File: config.mk
export PLATFORM = sky130hd
export DESIGN_NAME = aat_acc
export DESIGN_NICKNAME = d
export VERILOG_FILES = /design/src/rtl/aat_pkg.sv /design/src/rtl/aat_acc.sv
export SDC_FILE = /design/constraint.sdc
export NUM_CORES = 2
export LEC_CHECK = 0
export ABC_AREA = 1
export BUFFER_PORTS_ARGS = -buffer_cell sky130_fd_sc_hd__buf_2
export CORE_AREA = 10 10 496 498
export DETAILED_ROUTE_END_ITERATION = 8
export DIE_AREA = 0 0 506 508
export GPL_TIMING_DRIVEN = 0
export SYNTH_ARGS = -nofsm -noshare
export SYNTH_HDL_FRONTEND = slang
export SYNTH_SLANG_ARGS = --single-unit
File: constraint.sdc
create_clock -name clk -period 0.85 [get_ports clk]
set_clock_uncertainty 0.05 [all_clocks]
set_input_delay 0.085 -clock clk [delete_from_list [all_inputs] [get_ports clk]]
set_output_delay 0.085 -clock clk [all_outputs]
set_load 0.02 [all_outputs]
File: src/rtl/aat_pkg.sv
// Shared types, widths and register codes for the box transform pipeline.
// No dependencies; every other file in the block refers to this package.
package aat_pkg;

	// coordinate and weight formats
	localparam int COORD_WIDTH    = 32;
	localparam int WEIGHT_WIDTH   = 16;
	localparam int AXES           = 3;

	// derived widths: exact products and sums, no truncation before rounding
	localparam int SUM_WIDTH      = COORD_WIDTH + 1;
	localparam int PROD_WIDTH     = SUM_WIDTH + WEIGHT_WIDTH;
	localparam int ACC_WIDTH      = PROD_WIDTH + 2;
	localparam int RES_WIDTH      = ACC_WIDTH + 2;
	localparam int FRAC_SHIFT     = WEIGHT_WIDTH - 1;
	localparam int WREG_WIDTH     = AXES * WEIGHT_WIDTH;
	localparam int CFG_DATA_WIDTH = (WREG_WIDTH > COORD_WIDTH) ? WREG_WIDTH : COORD_WIDTH;
	localparam int CFG_IDX_WIDTH  = 3;

	typedef logic signed [COORD_WIDTH-1:0]  coord_t;
	typedef logic signed [WEIGHT_WIDTH-1:0] weight_t;
	typedef logic signed [SUM_WIDTH-1:0]    sum_t;
	typedef logic signed [PROD_WIDTH-1:0]   prod_t;
	typedef logic signed [ACC_WIDTH-1:0]    acc_t;
	typedef logic signed [RES_WIDTH-1:0]    res_t;
	typedef logic [WREG_WIDTH-1:0]          wreg_t;

	// configuration register indexes
	typedef enum logic [CFG_IDX_WIDTH-1:0] {
		REG_WEIGHTS_X = 3'd0,
		REG_WEIGHTS_Y = 3'd1,
		REG_WEIGHTS_Z = 3'd2,
		REG_OFFSET_X  = 3'd3,
		REG_OFFSET_Y  = 3'd4,
		REG_OFFSET_Z  = 3'd5
	} cfg_reg_t;

	// box as two corners
	typedef struct packed {
		coord_t [AXES-1:0] lo;
		coord_t [AXES-1:0] hi;
	} box_t;

	// doubled center and doubled extent
	typedef struct packed {
		sum_t [AXES-1:0] s;
		sum_t [AXES-1:0] d;
	} sd_t;

	// products, indexed [output][input]
	typedef struct packed {
		prod_t [AXES-1:0][AXES-1:0] ps;
		prod_t [AXES-1:0][AXES-1:0] pd;
	} prod_set_t;

	// mapped center and extent per output axis
	typedef struct packed {
		acc_t [AXES-1:0] c;
		acc_t [AXES-1:0] e;
	} acc_set_t;

	// rounded-up corner sums before scaling
	typedef struct packed {
		res_t [AXES-1:0] lo;
		res_t [AXES-1:0] hi;
	} res_set_t;

	typedef weight_t [AXES-1:0][AXES-1:0] mat_t;
	typedef coord_t [AXES-1:0]            offs_t;

	// stage enables from the top-level flow control
	typedef struct packed {
		logic s1;
		logic s2;
		logic s3;
		logic s4;
		logic s5;
	} stage_en_t;

endpackage

File: src/rtl/aat_acc.sv
// Stage 3: mapped center (offset plus weighted sum) and summed absolute extent.
// Depends on aat_pkg.
module aat_acc (
	input  logic               clk,
	input  logic               arst_n,
	input  logic               en,
	input  logic               v_in,
	input  aat_pkg::prod_set_t prod_in,
	input  aat_pkg::offs_t     offs,
	output logic               v_s3,
	output aat_pkg::acc_set_t  acc_s3
);

	aat_pkg::acc_set_t acc_next;
	aat_pkg::acc_t     pd_ext;

	// sum the three terms per output axis
	always_comb begin
		pd_ext = '0;
		for (int j = 0; j < aat_pkg::AXES; j++) begin
			acc_next.c[j] = aat_pkg::acc_t'($signed(offs[j])) <<< aat_pkg::FRAC_SHIFT;
			acc_next.e[j] = '0;
			for (int i = 0; i < aat_pkg::AXES; i++) begin
				acc_next.c[j] = acc_next.c[j] + aat_pkg::acc_t'($signed(prod_in.ps[j][i]));
				pd_ext        = aat_pkg::acc_t'($signed(prod_in.pd[j][i]));
				acc_next.e[j] = acc_next.e[j] + (pd_ext[aat_pkg::ACC_WIDTH-1] ? -pd_ext : pd_ext);
			end
		end
	end

	// advance valid
	always_ff @(posedge clk or negedge arst_n) begin
		if (!arst_n) begin
			v_s3 <= 1'b0;
		end else if (en) begin
			v_s3 <= v_in;
		end
	end

	// load payload
	always_ff @(posedge clk) begin
		if (en && v_in) begin
			acc_s3 <= acc_next;
		end
	end

endmodule

==> flow_summary.ini <==
[sta]
period_minus_slack_ps = 3050
finalHoldViolations = 7
tightest_slew_ps = 682
setup_viol = 910
max_freq_mhz = 327
rsz0062_at_grt = yes
fin_ws_ps = -2200
hold_ws_ps = -327
totalNegativeSetupSlack_ps = -1011320
drv_slew = 0
relSlewSlack = 0.544
post-route-period-util = 3.59

[global_route]
antenna_found_initial = 82
grt_remaining_overflow = 0
grt_pass1_vias = 66800
grt.total_usage = 0.251
grt_pass1_wl_um = 472000
grt_max_degree = 40

[layout]
fin_nets = 13000
area_growth_pct = 45.5
drive_above_1_share = 0.344

[route]
ant_nets = 0
drt_pass1_iterations = 8
vias = 67900
wirelength_um = 341000
dr.first_iter.drc_count = 5103
vias_per_cell = 4.69
wl_per_cell_um = 23.6
drc = 0

[floorplan]
die-area_um2 = 257000
start_util = 0.249
fp-row-count = 179
core_um2 = 237000
die_x_um = 506
io_pins = 1289
die_y_um = 508

[setup_path]
cp_common_cell = nor2_4
cp-start-kind = input pin
cp_slowest_cell = fa_2
regToRegStartpoint = v_s3
end_kind = register
r2r-end = v_s3
cp.required_ps = 1200
path_cells = buf_8 > nor2_4 > inv_2 > nor2_4 > nand4_1 > buf_6 > nor2_4 > nand2_2 > nand2_1 > nand2_1 > nand2_2 > inv_2 > fa_2 > inv_2 > ha_4 > nand2_4 > nor2_4 > nand2_4 > nor3_4 > nand3b_1 > nand4_1 > nand2_1
reg2reg_slack_ps = 190
ff2ff_path_depth = 2
crit_fanout = 5
crit_arrival_ps = 3400
path_class = in2reg
cpPeakStageDelay_ps = 610

[clock_network]
clk_path_buf_depth = 3
cts-htree-levels = 2
cts_buffers = 47
ctsHoldBuffers = 3
clkSlewWorstSetupHoldPaths_ps = 70
clkLatencyLatePin_ps = 640
clock-sinks = 307
root_buffer = clkbuf_16
cts_tree = done

[synth]
syn_area_um2 = 59000
async_flop_share = 0.00326
synth_cells = 9517
synth_edf_count = 306
synth_cell_type_count = 50
ys_ff_latch = 307
synth_top_area_cell = nand2_1
seq_area_frac_synth = 0.156
synthFlopType = edfxtp_1
synth.avg_cell_area_um2 = 6.20
yosys_warnings = 0
synth_top_cell_area_share = 0.195
synth.area.top_cells = nand2_1, edfxtp_1, fa_1

[hold_path]
hold_class = in2reg
holdPathEnd = v_s3
hold_depth = 3
min_from = v_in

[placement]
gp_congestion = 1.02
place_ws_ps = -3640
dp_hpwl_um = 304000
io_buffers = 1283

[pwr]
p_leak_nw = 42.5
vdd_drop_max_v = 0.00166
p_per_area_nw_per_um2 = 2170

[run_status]
status = finished with violations
violations = hold timing, setup timing

[flow_run]
drv_cap = 0
per-layer routing:
| metal | wire [um] | track usage | vias to the layer above | part of all wire |
|---|---|---|---|---|
| li1 | - | - | 32600 | - |
| met1 | 134000 | 0.300 | 32100 | 0.39 |
| met2 | 165000 | 0.441 | 2580 | 0.48 |
| met3 | 23300 | 0.0466 | 562 | 0.068 |
| met4 | 17600 | 0.0994 | 82 | 0.052 |
| met5 | 557 | 0 | - | 0.0016 |
where the power goes:
group,leakage (nW),internal (mW),total (mW),switching [mW]
clock network,0.801,12.5,21.9,9.36
logic,38.9,47.6,139,91.1
registers,2.87,24.1,25.8,1.63
placed cells by master, fill, tap and decap left out, types with 32 or more instances in the layout:
cell type  synthesis  final
o21bai_1          41     32
a21oi_1          304    174
nand2_2           16    373
inv_2             14    264
ha_4               0    139
ha_1             342    184
inv_4              0     46
a21oi_4            0     39
diode_2            0     36
a21oi_2            0     91
buf_12             0     38
buf_4              0    298
fa_1             408    392
o21ai_2           15     44
o21ai_0          166     87
nor3_4             4     43
edfxtp_1         306    306
nand3_1          584    435
nand2_4            2    156
xnor2_1           81     59
nor3_1           126     65
xor2_2             0     76
nand2_1         3063   2544
xor2_1           407    312
nor3_2            13     35
clkbuf_16          0     47
buf_2             12   1247
inv_1           2065   1740
nand4_1          189    189
nand3_4            0     57
nor2_4            10    261
o21ai_1           17     43
nand3_2            9    101
nor2_1          1102    696
nor2_2            30    185
buf_6              1     75
cell usage after synthesis, types with 4 or more instances:
cell type / instances
a21boi_0: 9
a21o_1: 4
a21oi_1: 304
a31oi_1: 9
and2_1: 21
and3_1: 8
buf_1: 11
buf_2: 12
clkbuf_1: 29
edfxtp_1: 306
fa_1: 408
ha_1: 342
inv_1: 2065
inv_2: 14
nand2_1: 3063
nand2_2: 16
nand3_1: 584
nand3_2: 9
nand3b_1: 26
nand4_1: 189
nor2_1: 1102
nor2_2: 30
nor2_4: 10
nor3_1: 126
nor3_2: 13
nor3_4: 4
nor4_1: 21
o21a_1: 6
o21ai_0: 166
o21ai_1: 17
o21ai_2: 15
o21bai_1: 41
o31ai_1: 7
or2_2: 16
xnor2_1: 81
xor2_1: 407
logic make-up after synthesis:
group / count (synthesis) / share of synthesized area
simple gates: 5252 / 0.369
buf+inv: 2133 / 0.136
fa+ha+maj: 750 / 0.211
compound gates: 585 / 0.0544
xor+xnor: 488 / 0.0725
flops: 307 / 0.156
other cells: 2 / 0.000127
critical path: cells and delay by family:
kind	cells	cell delay (ps)
fa+ha+maj	2	920
buf+inv	5	440
simple gates	15	1950
sequential cells by signal, indices dropped and copies added (netlist names):
register,flops
acc_s3,306
v_s3,1
metrics by stage:
stage | instance area, um2 | hold slack [ps] | utilization | instances | total power [mW]
2_1_floorplan | 61500 | -261 | - | 9524 | 96.9
5_1_grt | 85800 | -338 | 0.363 | 14400 | 199
4_1_cts | 80400 | -377 | 0.340 | 14300 | 176
3_3_place_gp | 71900 | -186 | 0.304 | 14000 | 142
3_5_place_dp | 72100 | -188 | 0.305 | 14000 | 142
6_report | 85800 | -327 | 0.363 | 14500 | 186
final cells by class:
class / count / area, um2
Buffer: 54 / 424
Timing Repair Buffer: 1647 / 10100
Sequential cell: 307 / 9210
Antenna cell: 36 / 90.1
Tap cell: 3167 / 3960
Inverter: 2079 / 8110
Clock buffer: 48 / 1180
Multi-Input combinational cell: 7084 / 52200
Clock inverter: 39 / 472
Fill cell: 25800 / 151000
timing repair:
| action | 4_1_cts | 5_1_grt |
|---|---|---|
| cloned | 1 | 0 |
| pin swaps | 441 | 537 |
| setup endpoints to repair | 885 | 910 |
| hold endpoints to repair | 14 | 8 |
| resized for setup | 1309 | 1118 |
| buffers inserted | 186 | 165 |
how the worst max path moves through the flow:
stage                  from     endpoint  slack [ps]  depth (start not counted)
2_1_floorplan            en    acc_s3[0]       -4300                          2
3_3_place_gp             en   acc_s3[18]       -8330                          3
4_1_cts        prod_in[301]  acc_s3[137]       -2020                         20
6_report       prod_in[297]  acc_s3[138]       -2200                         22
5_1_grt        prod_in[297]  acc_s3[152]       -2270                         25
3_5_place_dp   prod_in[146]   acc_s3[19]       -3640                         15
Power figures use the tool's default switching activity.
