## src/rtl/aat_pkg.sv

```systemverilog
// Shared types, widths and register codes for the box transform pipeline.
// No dependencies; every other file in the block refers to this package.
package aat_pkg;

	// coordinate and weight formats
	localparam int COORD_WIDTH    = 32;
	localparam int WEIGHT_WIDTH   = 16;
	localparam int AXES           = 3;

	// derived widths: exact products and sums, no truncation before rounding
	localparam int SUM_WIDTH      = COORD_WIDTH + 1;
	localparam int PROD_WIDTH     = SUM_WIDTH + WEIGHT_WIDTH;
	localparam int ACC_WIDTH      = PROD_WIDTH + 2;
	localparam int RES_WIDTH      = ACC_WIDTH + 2;
	localparam int FRAC_SHIFT     = WEIGHT_WIDTH - 1;
	localparam int WREG_WIDTH     = AXES * WEIGHT_WIDTH;
	localparam int CFG_DATA_WIDTH = (WREG_WIDTH > COORD_WIDTH) ? WREG_WIDTH : COORD_WIDTH;
	localparam int CFG_IDX_WIDTH  = 3;

	typedef logic signed [COORD_WIDTH-1:0]  coord_t;
	typedef logic signed [WEIGHT_WIDTH-1:0] weight_t;
	typedef logic signed [SUM_WIDTH-1:0]    sum_t;
	typedef logic signed [PROD_WIDTH-1:0]   prod_t;
	typedef logic signed [ACC_WIDTH-1:0]    acc_t;
	typedef logic signed [RES_WIDTH-1:0]    res_t;
	typedef logic [WREG_WIDTH-1:0]          wreg_t;

	// configuration register indexes
	typedef enum logic [CFG_IDX_WIDTH-1:0] {
		REG_WEIGHTS_X = 3'd0,
		REG_WEIGHTS_Y = 3'd1,
		REG_WEIGHTS_Z = 3'd2,
		REG_OFFSET_X  = 3'd3,
		REG_OFFSET_Y  = 3'd4,
		REG_OFFSET_Z  = 3'd5
	} cfg_reg_t;

	// box as two corners
	typedef struct packed {
		coord_t [AXES-1:0] lo;
		coord_t [AXES-1:0] hi;
	} box_t;

	// doubled center and doubled extent
	typedef struct packed {
		sum_t [AXES-1:0] s;
		sum_t [AXES-1:0] d;
	} sd_t;

	// products, indexed [output][input]
	typedef struct packed {
		prod_t [AXES-1:0][AXES-1:0] ps;
		prod_t [AXES-1:0][AXES-1:0] pd;
	} prod_set_t;

	// mapped center and extent per output axis
	typedef struct packed {
		acc_t [AXES-1:0] c;
		acc_t [AXES-1:0] e;
	} acc_set_t;

	// rounded-up corner sums before scaling
	typedef struct packed {
		res_t [AXES-1:0] lo;
		res_t [AXES-1:0] hi;
	} res_set_t;

	typedef weight_t [AXES-1:0][AXES-1:0] mat_t;
	typedef coord_t [AXES-1:0]            offs_t;

	// stage enables from the top-level flow control
	typedef struct packed {
		logic s1;
		logic s2;
		logic s3;
		logic s4;
		logic s5;
	} stage_en_t;

endpackage

```

## src/rtl/aat_round.sv

```systemverilog
// Stages 4 and 5: corners as center -/+ extent with round-half-up, then
// scale back to the coordinate format and saturate. Depends on aat_pkg.
module aat_round (
	input  logic              clk,
	input  logic              arst_n,
	input  logic              en_s4,
	input  logic              en_s5,
	input  logic              v_in,
	input  aat_pkg::acc_set_t acc_in,
	output logic              v_s4,
	output logic              v_s5,
	output aat_pkg::box_t     box_s5
);

	localparam aat_pkg::res_t RND     = aat_pkg::res_t'(1) <<< (aat_pkg::FRAC_SHIFT - 1);
	localparam aat_pkg::res_t RES_MAX =
		aat_pkg::res_t'({1'b0, {(aat_pkg::COORD_WIDTH-1){1'b1}}});
	localparam aat_pkg::res_t RES_MIN = ~RES_MAX;

	aat_pkg::res_set_t res_next;
	aat_pkg::res_set_t res_s4;
	aat_pkg::box_t     box_next;
	aat_pkg::res_t     lo_sh;
	aat_pkg::res_t     hi_sh;

	// form both corners with the rounding bias
	always_comb begin
		for (int j = 0; j < aat_pkg::AXES; j++) begin
			res_next.lo[j] = aat_pkg::res_t'($signed(acc_in.c[j]))
				- aat_pkg::res_t'($signed(acc_in.e[j])) + RND;
			res_next.hi[j] = aat_pkg::res_t'($signed(acc_in.c[j]))
				+ aat_pkg::res_t'($signed(acc_in.e[j])) + RND;
		end
	end

	// drop fraction bits and clamp to the coordinate range
	always_comb begin
		lo_sh = '0;
		hi_sh = '0;
		for (int j = 0; j < aat_pkg::AXES; j++) begin
			lo_sh = $signed(res_s4.lo[j]) >>> aat_pkg::FRAC_SHIFT;
			hi_sh = $signed(res_s4.hi[j]) >>> aat_pkg::FRAC_SHIFT;
			if (lo_sh > RES_MAX) begin
				box_next.lo[j] = aat_pkg::coord_t'(RES_MAX);
			end else if (lo_sh < RES_MIN) begin
				box_next.lo[j] = aat_pkg::coord_t'(RES_MIN);
			end else begin
				box_next.lo[j] = aat_pkg::coord_t'(lo_sh);
			end
			if (hi_sh > RES_MAX) begin
				box_next.hi[j] = aat_pkg::coord_t'(RES_MAX);
			end else if (hi_sh < RES_MIN) begin
				box_next.hi[j] = aat_pkg::coord_t'(RES_MIN);
			end else begin
				box_next.hi[j] = aat_pkg::coord_t'(hi_sh);
			end
		end
	end

	// advance valids
	always_ff @(posedge clk or negedge arst_n) begin
		if (!arst_n) begin
			v_s4 <= 1'b0;
			v_s5 <= 1'b0;
		end else begin
			if (en_s4) begin
				v_s4 <= v_in;
			end
			if (en_s5) begin
				v_s5 <= v_s4;
			end
		end
	end

	// load payloads
	always_ff @(posedge clk) begin
		if (en_s4 && v_in) begin
			res_s4 <= res_next;
		end
		if (en_s5 && v_s4) begin
			box_s5 <= box_next;
		end
	end

endmodule

```

## config.mk

```make
export PLATFORM = sky130hd
export DESIGN_NAME = aat_round
export DESIGN_NICKNAME = d
export VERILOG_FILES = /design/src/rtl/aat_pkg.sv /design/src/rtl/aat_round.sv
export SDC_FILE = /design/constraint.sdc
export NUM_CORES = 1
export LEC_CHECK = 0
export BUFFER_PORTS_ARGS = -buffer_cell sky130_fd_sc_hd__buf_2
export CAP_MARGIN = 20
export CORE_MARGIN = 4
export CORE_UTILIZATION = 25
export DETAILED_ROUTE_END_ITERATION = 10
export PLACE_DENSITY_LB_ADDON = 0.05
export RECOVER_POWER = 100
export SLEW_MARGIN = 10
export SYNTH_ARGS = -nofsm -noshare
export SYNTH_HDL_FRONTEND = slang
export SYNTH_SLANG_ARGS = --single-unit
```

## constraint.sdc

```tcl
create_clock -name clk -period 6.7 [get_ports clk]
set_clock_uncertainty 0.2 [all_clocks]
set_input_delay 0.67 -clock clk [delete_from_list [all_inputs] [get_ports clk]]
set_output_delay 0.67 -clock clk [all_outputs]
set_load 0.005 [all_outputs]
```

==> results.md, run 1 <==
* Run status: complete, but fails checks
* Failing checks: capacitance limit, slew limit
* Area grow syn2layout at 17.93%
* Post-synth EDFFs at 420
* Die Wd at approximately 370 um
* Initial antenna violation count at 32
* DP HPWL at 92.50 mm
* Global Route Usage Sum at 15.63%
* Number of port buffers at 504
* Routed vias/inst at around 4.6
* Internal Power at 6.190 mW
* Worst slew pin tran at 3.782 ns
* Setup violations, final at 0
* Die Ht at 372.5 um
* I/O Pins at a little over 500
* H-tree level count at 2
* CP arrival at approximately 4.7 ns
* Sum Neg Setup Slack at 0 ns
* Largest net degree at the start of global routing at 119
* Final nets at 4635
* Synth Area per Inst at 10.25 sq um
* Max Clk Rate at 0.2138 GHz
* Longest Clk Path Bufs at 3
* Core Region at ~0.13 sq mm
* Count of pins over their slew limit at about 540
* RePlAce Congestion at 0.8749
* Vias at between 20k and 30k
* Slew HR at -152.1%
* Fill count at between 10k and 15k
* Clk slew on worst S/H paths at 0.05 ns
* Vias in the first global route at 26.41k
* Post-synth ARST share at 0.4739%
* Hold Path Class: primary input to flop
* Clock power frac at 32.9%
* Synthesis-stage register bit count at 422
* Comb pwr share at roughly 29%
* PnR Total Power at 9.167 mW
* Netlist cell types at 86
* DRC at 0
* Sw power at 2.977 mW
* Post-Route WL at between 100 and 150 mm
* Worst VDD drop at around 0.20 mV
* Worst-Skew Late Latency at 0.65 ns
* Cell count after synthesis at 3241
* Cell area after synthesis at 0.03321 sq mm
* TritonCTS Buffers at 57
* Row Count at 133
* Sequential share of the synthesized area at 38.13%
* Sw frac at 32.48%
* Global-route wire length before repair at approximately 160 mm
* # clock sinks at 422
* Layout cells sized above 1 at 12.40%
* Die area at 0.1387 sq mm
* Post-CTS Resized at 0
* CP startpoint kind: flop
* Average routed wire per standard cell at 20.24 um
* Max FO, Critical Path at 59
* Reg power frac at a little under two fifths
* DRT iter0 DRCs at 1157
* Most frequent cells in the layout: ha_1 (600), edfxtp_1 (420), inv_1 (369), buf_2 (338), a21oi_1 (278)
* Pre-antenna DRT Iters at 5
* Endpoint class of the critical path: flop
* Initial core utilization at between 20% and 30%
* Synth Flop Type: edfxtp_1
* Lkg Pwr at 18.30 nW
* Congestion Overflow GR at 0
* Clock root cell: clkbuf_16
* RSZ-0062 raised after global routing: false
* Max cap viols at 11
* Final min period at ~4.7 ns
* WS Path Type: flop to flop
* P per Cell Area at ~230 mW/mm^2
* Hold Vio Cnt, Final at 0
* Yosys Warn Count at 0
* CTS tree: built
* Required @ worst endpoint at a little under 7 ns
* Syn Nets at 4152
* Most common cell after layout, fill and taps aside: ha_1
* Post-route ant nets at 0
* Hold_ws at between 0.08 and 0.09 ns
* Period utilization at 69.82%
[through the flow]
stage / cells / util [%] / worst slack, ns / area [sq um]
3_3_place_gp: 5418 / 28.57 / 1.722 / 37660
2_1_floorplan: 3241 / - / 0.05231 / 33210
6_report: 5535 / 29.72 / 2.022 / 39160
4_1_cts: 5520 / 29.97 / 2.571 / 39500
3_5_place_dp: 5419 / 28.58 / 1.876 / 37660
5_1_grt: 5525 / 29.70 / 1.534 / 39140
[cell families after synthesis]
logic type,after synthesis,share of synthesized area (%)
adder cells (fa/ha/maj),600,22.61
flip-flops,422,38.13
XOR/XNOR,215,5.670
AO/OA/AOI/OAI,996,19.93
AND/OR/NAND/NOR,535,7.901
buffers and inverters,467,5.569
multiplexers,6,0.1959
[cell type report]
class,count,area [sq um],share of cell area (%)
well taps,1755,2196,5.607
diodes,15,37.54,0.09584
clock buffers,72,1504,3.840
inverters,369,1385,3.537
clock inverters,28,322.8,0.8243
multi-input cells,2352,18640,47.59
flip-flops and latches,422,12660,32.33
repair buffers,522,2419,6.176
[path summary, 6_finish.rpt]
check / from / to / slack [ns] / cells after the start
setup / recovery: v_s4$_DFFE_PN0P_ / box_s5[0]$_SDFFCE_PN1P_ / 2.02 / 2
hold / removal: v_in / v_s4$_DFFE_PN0P_ / 0.08 / 2
setup reg to reg: v_s4$_DFFE_PN0P_ / box_s5[0]$_SDFFCE_PN1P_ / 2.02 / 2
hold reg to reg: v_s5$_DFFE_PN0P_ / v_s5$_DFFE_PN0P_ / 0.31 / 1
max in group asynchronous: arst_n / v_s4$_DFFE_PN0P_ / 5.99 / 2
min in group asynchronous: arst_n / v_s5$_DFFE_PN0P_ / 0.17 / 2
[worst max-delay path: stages, from the launching register on]
cell	delay [ns]
dfrtp_1	0.37
and2_0	2.12
clkbuf_2	1.52
[metal layers]
metal  GRT usage, %  wire length, um
met4          3.332             2180
met2          26.41            53080
met1          20.35            50070
met3          3.600             6651
met5              0               62
[Yosys cell counts, types with 21 or more instances]
library cell	number	share of area (%)
a21oi_1	280	4.2
ha_1	600	23
inv_1	369	4.2
and3_1	24	0.45
a21o_1	254	5.7
clkbuf_1	83	0.94
nand2b_1	21	0.40
edfxtp_1	420	38
nor2_1	122	1.4
nand2_1	153	1.7
nand3_1	48	0.72
xor2_1	92	2.4
o21ai_0	134	2.0
nor2b_1	34	0.64
a31oi_1	33	0.62
xnor2_1	123	3.2
nand4_1	67	1.3
o21a_1	112	2.5
o21bai_1	35	0.79
[power by group through the flow]
stage / clock, mW / sequential, mW / combinational (mW)
floorplan: 0 / 3.50 / 1.81
global placement: 0 / 3.51 / 2.80
detailed placement: 0 / 3.51 / 2.77
CTS: 3.16 / 3.46 / 2.79
global route: 3.26 / 3.49 / 3.03
finish: 3.01 / 3.46 / 2.69
[timing repair]
item	4_1_cts	5_1_grt
setup buffers	0	0
endpoints found under the hold margin	2	0
hold buffers	1	0
[state kept, by name (all words and copies together) (netlist names)]
name / count
hi_sh: 38
lo_sh: 38
box_s5: 192
res_s4: 152
v_s4: 1
v_s5: 1
No activity file was read; power rests on OpenSTA's default activity.
==> run 2, diff against run 1 <==
--- a/config.mk
+++ b/config.mk
@@ -5,6 +5,7 @@
 export SDC_FILE = /design/constraint.sdc
 export NUM_CORES = 1
 export LEC_CHECK = 0
+export ABC_AREA = 1
 export BUFFER_PORTS_ARGS = -buffer_cell sky130_fd_sc_hd__buf_2
 export CAP_MARGIN = 20
 export CORE_MARGIN = 4
==> constraint.sdc (replaced) <==
create_clock -name clk -period 4.84 [get_ports clk]
set_clock_uncertainty 0.2 [all_clocks]
set_input_delay 0.484 -clock clk [delete_from_list [all_inputs] [get_ports clk]]
set_output_delay 0.484 -clock clk [all_outputs]
set_load 0.005 [all_outputs]
==> run 2 against run 1 <==
  * The flow still finishes with violations (capacitance limit, slew limit)
  * Synthesized cell count rose by 100%
  * Combinational power rose by 100%
  * Critical path type is now primary input to flop
  * Non-clock buffer count rose by 7
==> results.md, run 2 <==
* Initial antenna violation count at 35
* I/O Pins at 505
* Post-synth ARST share at 0.4739%
* DRT iter0 DRCs at 2485
* Most frequent cells after synthesis: nand2_1 (1997), inv_1 (1543), ha_1 (600), a21oi_1 (540), nor2_1 (451)
* Most common cell in the netlist: nand2_1
* Fin util at 29.29%
* RePlAce Congestion at 0.9039
* Vias at 42.52k
* CP arrival at roughly 3.6 ns
* Post-Layout Cell Count at 9496
* Routed vias/inst at about 4.5
* Required @ worst endpoint at 4.80 ns
* Setup violations, final at 0
* Worst VDD drop at 0.2644 mV
* Number of port buffers at 504
* Final min period at 3.652 ns
* Endpoint class of the critical path: flop
* Synth Flop Type: edfxtp_1
* Yosys Warn Count at 0
* Area grow syn2layout at 16.05%
* Die Ht at 427.8 um
* WS Path Type: primary input to flop
* CP startpoint kind: primary input
* Average routed wire per standard cell at approximately 21 um
* Post-synth EDFFs at 420
* Synth Area per Inst at 6.693 sq um
* Max cap viols at 7
* Netlist cell types at 42
* P per Cell Area at 285.4 mW/mm^2
* Longest Clk Path Bufs at 3
* Hold Vio Cnt, Final at 0
* Largest Register: box_s5
* Cell area after synthesis at 0.04406 sq mm
* Clk slew on worst S/H paths at ~0.060 ns
* CTS tree: built
* Vias in the first global route at ~42k
* Most common cell after layout, fill and taps aside: nand2_1
* Die Wd at 427.8 um
* Hold Path Class: primary input to flop
* Syn Nets at 7494
* Max FO, Critical Path at 81
* Initial core utilization at between 20% and 30%
* Synthesis-stage register bit count at 422
* Global-route wire length before repair at 290.3 mm
* Die area at ~0.18 sq mm
* Worst-Skew Late Latency at 0.70 ns
* Worst slew pin tran at 1.900 ns
* Clock root cell: clkbuf_16
* DRC at 0
* Count of pins over their slew limit at 263
* Post-route ant nets at 0
* Max Clk Rate at 0.2738 GHz
* Hold_ws at 0.2616 ns
* Sequential share of the synthesized area at 28.74%
* Largest regs: box_s5 x192, res_s4 x152
* Yosys top cell area share at 28.63%
* Row Count at 153
* CTS Hold Bufs at 5
* Cell count after synthesis at 6583
* Top cells by area, synth: edfxtp_1 (29%), ha_1 (17%), nand2_1 (17%)
* Pre-antenna DRT Iters at 10
* Failing checks: capacitance limit, slew limit
* Largest register FFs at 192
* Run status: complete, but fails checks
* RSZ-0062 raised after global routing: false
* Dpl cells at 9389
* TritonCTS Buffers at 55
* Largest net degree at the start of global routing at between 80 and 90
* # clock sinks at 422
* Core Region at 0.1746 sq mm
* Layout cells sized above 1 at 7.340%
* Largest area contributor in the netlist: edfxtp_1
* Lkg Pwr at 28.14 nW
* Post-Route WL at 202.9 mm
* Final nets at approximately 8.0k
* H-tree level count at 2
* Period utilization at 75.45%
* Most frequent cells in the layout: nand2_1 (2012), inv_1 (1541), ha_1 (600), a21oi_1 (542), nor2_1 (458)
* DP HPWL at 179.6 mm
* Congestion Overflow GR at 0
* Post-CTS Resized at 0
* Postcts setup bufs at 0
* Sum Neg Setup Slack at 0 ns
* Global Route Usage Sum at 21.39%
* Slew HR at -26.68%
run 2: cell count changes after synthesis, moves of 41 or more:
cell,delta
o21ai_0,+87
nand2_1,+1844
nand3_1,+203
a21o_1,-232
nor2_1,+329
a21oi_1,+260
clkbuf_1,-41
nand4_1,+47
nor2_2,+42
inv_1,+1174
xnor2_1,-93
o21a_1,-102
run 2: path summary, 6_finish.rpt:
path / end / slack, ns / startpoint / depth (start not counted)
setup / recovery: res_s4[227]$_DFFE_PP_ / 1.19 / en_s4 / 5
hold / removal: res_s4[51]$_DFFE_PP_ / 0.26 / acc_in[203] / 5
setup reg to reg: box_s5[131]$_SDFFCE_PN1P_ / 1.39 / v_s4$_DFFE_PN0P_ / 3
hold reg to reg: box_s5[31]$_SDFFCE_PN0P_ / 0.27 / res_s4[52]$_DFFE_PP_ / 0
max in group asynchronous: v_s4$_DFFE_PN0P_ / 3.86 / arst_n / 3
min in group asynchronous: v_s5$_DFFE_PN0P_ / 0.45 / arst_n / 3
run 2: where the power goes:
group | switching [mW] | internal [mW]
combinational | 3.87 | 1.64
sequential | 0.153 | 4.59
clock | 1.79 | 2.55
total | 5.81 | 8.78
run 2: stage by stage:
stage                     worst slack, ns  area, sq um  power [mW]
after global placement              1.291        49640       10.45
after detailed placement            1.344        49640       10.39
final                               1.188        51130       14.59
after CTS                           2.100        51540       14.91
after global routing               0.9898        51130       15.62
after floorplan                    0.2667        44070       8.062
run 2: per-layer routing:
layer  track usage (%)  part of all wire [%]  vias to the layer above
met4             4.839                   2.5                        0
met1             28.20                    46                    19721
li1                  -                     -                    21774
met5                 0                     0                        -
met2             37.84                    49                      824
met3             1.826                   2.9                      203
run 2: cells by family after synthesis:
| kind of cell | share of synthesized area, % |
|---|---|
| flops | 28.74 |
| compound gates | 10.77 |
| simple gates | 27.90 |
| buf+inv | 13.60 |
| xor+xnor | 1.948 |
| fa+ha+maj | 17.04 |
run 2: worst max-delay path, cell delays in order:
cell and delay (ns):
dlygate4sd3_1 0.53, clkbuf_1 0.11, nand2_1 0.09, clkinvlp_2 1.14, clkbuf_4 1.11
run 2: area by class of cell:
type	instances	area, sq um
Sequential cell	422	12660
Antenna cell	5	12.51
Fill cell	19875	123500
Inverter	1554	5836
Clock inverter	32	424.2
Multi-Input combinational cell	4565	25360
Timing Repair Buffer	529	2501
Clock buffer	64	1431
Tap cell	2325	2909
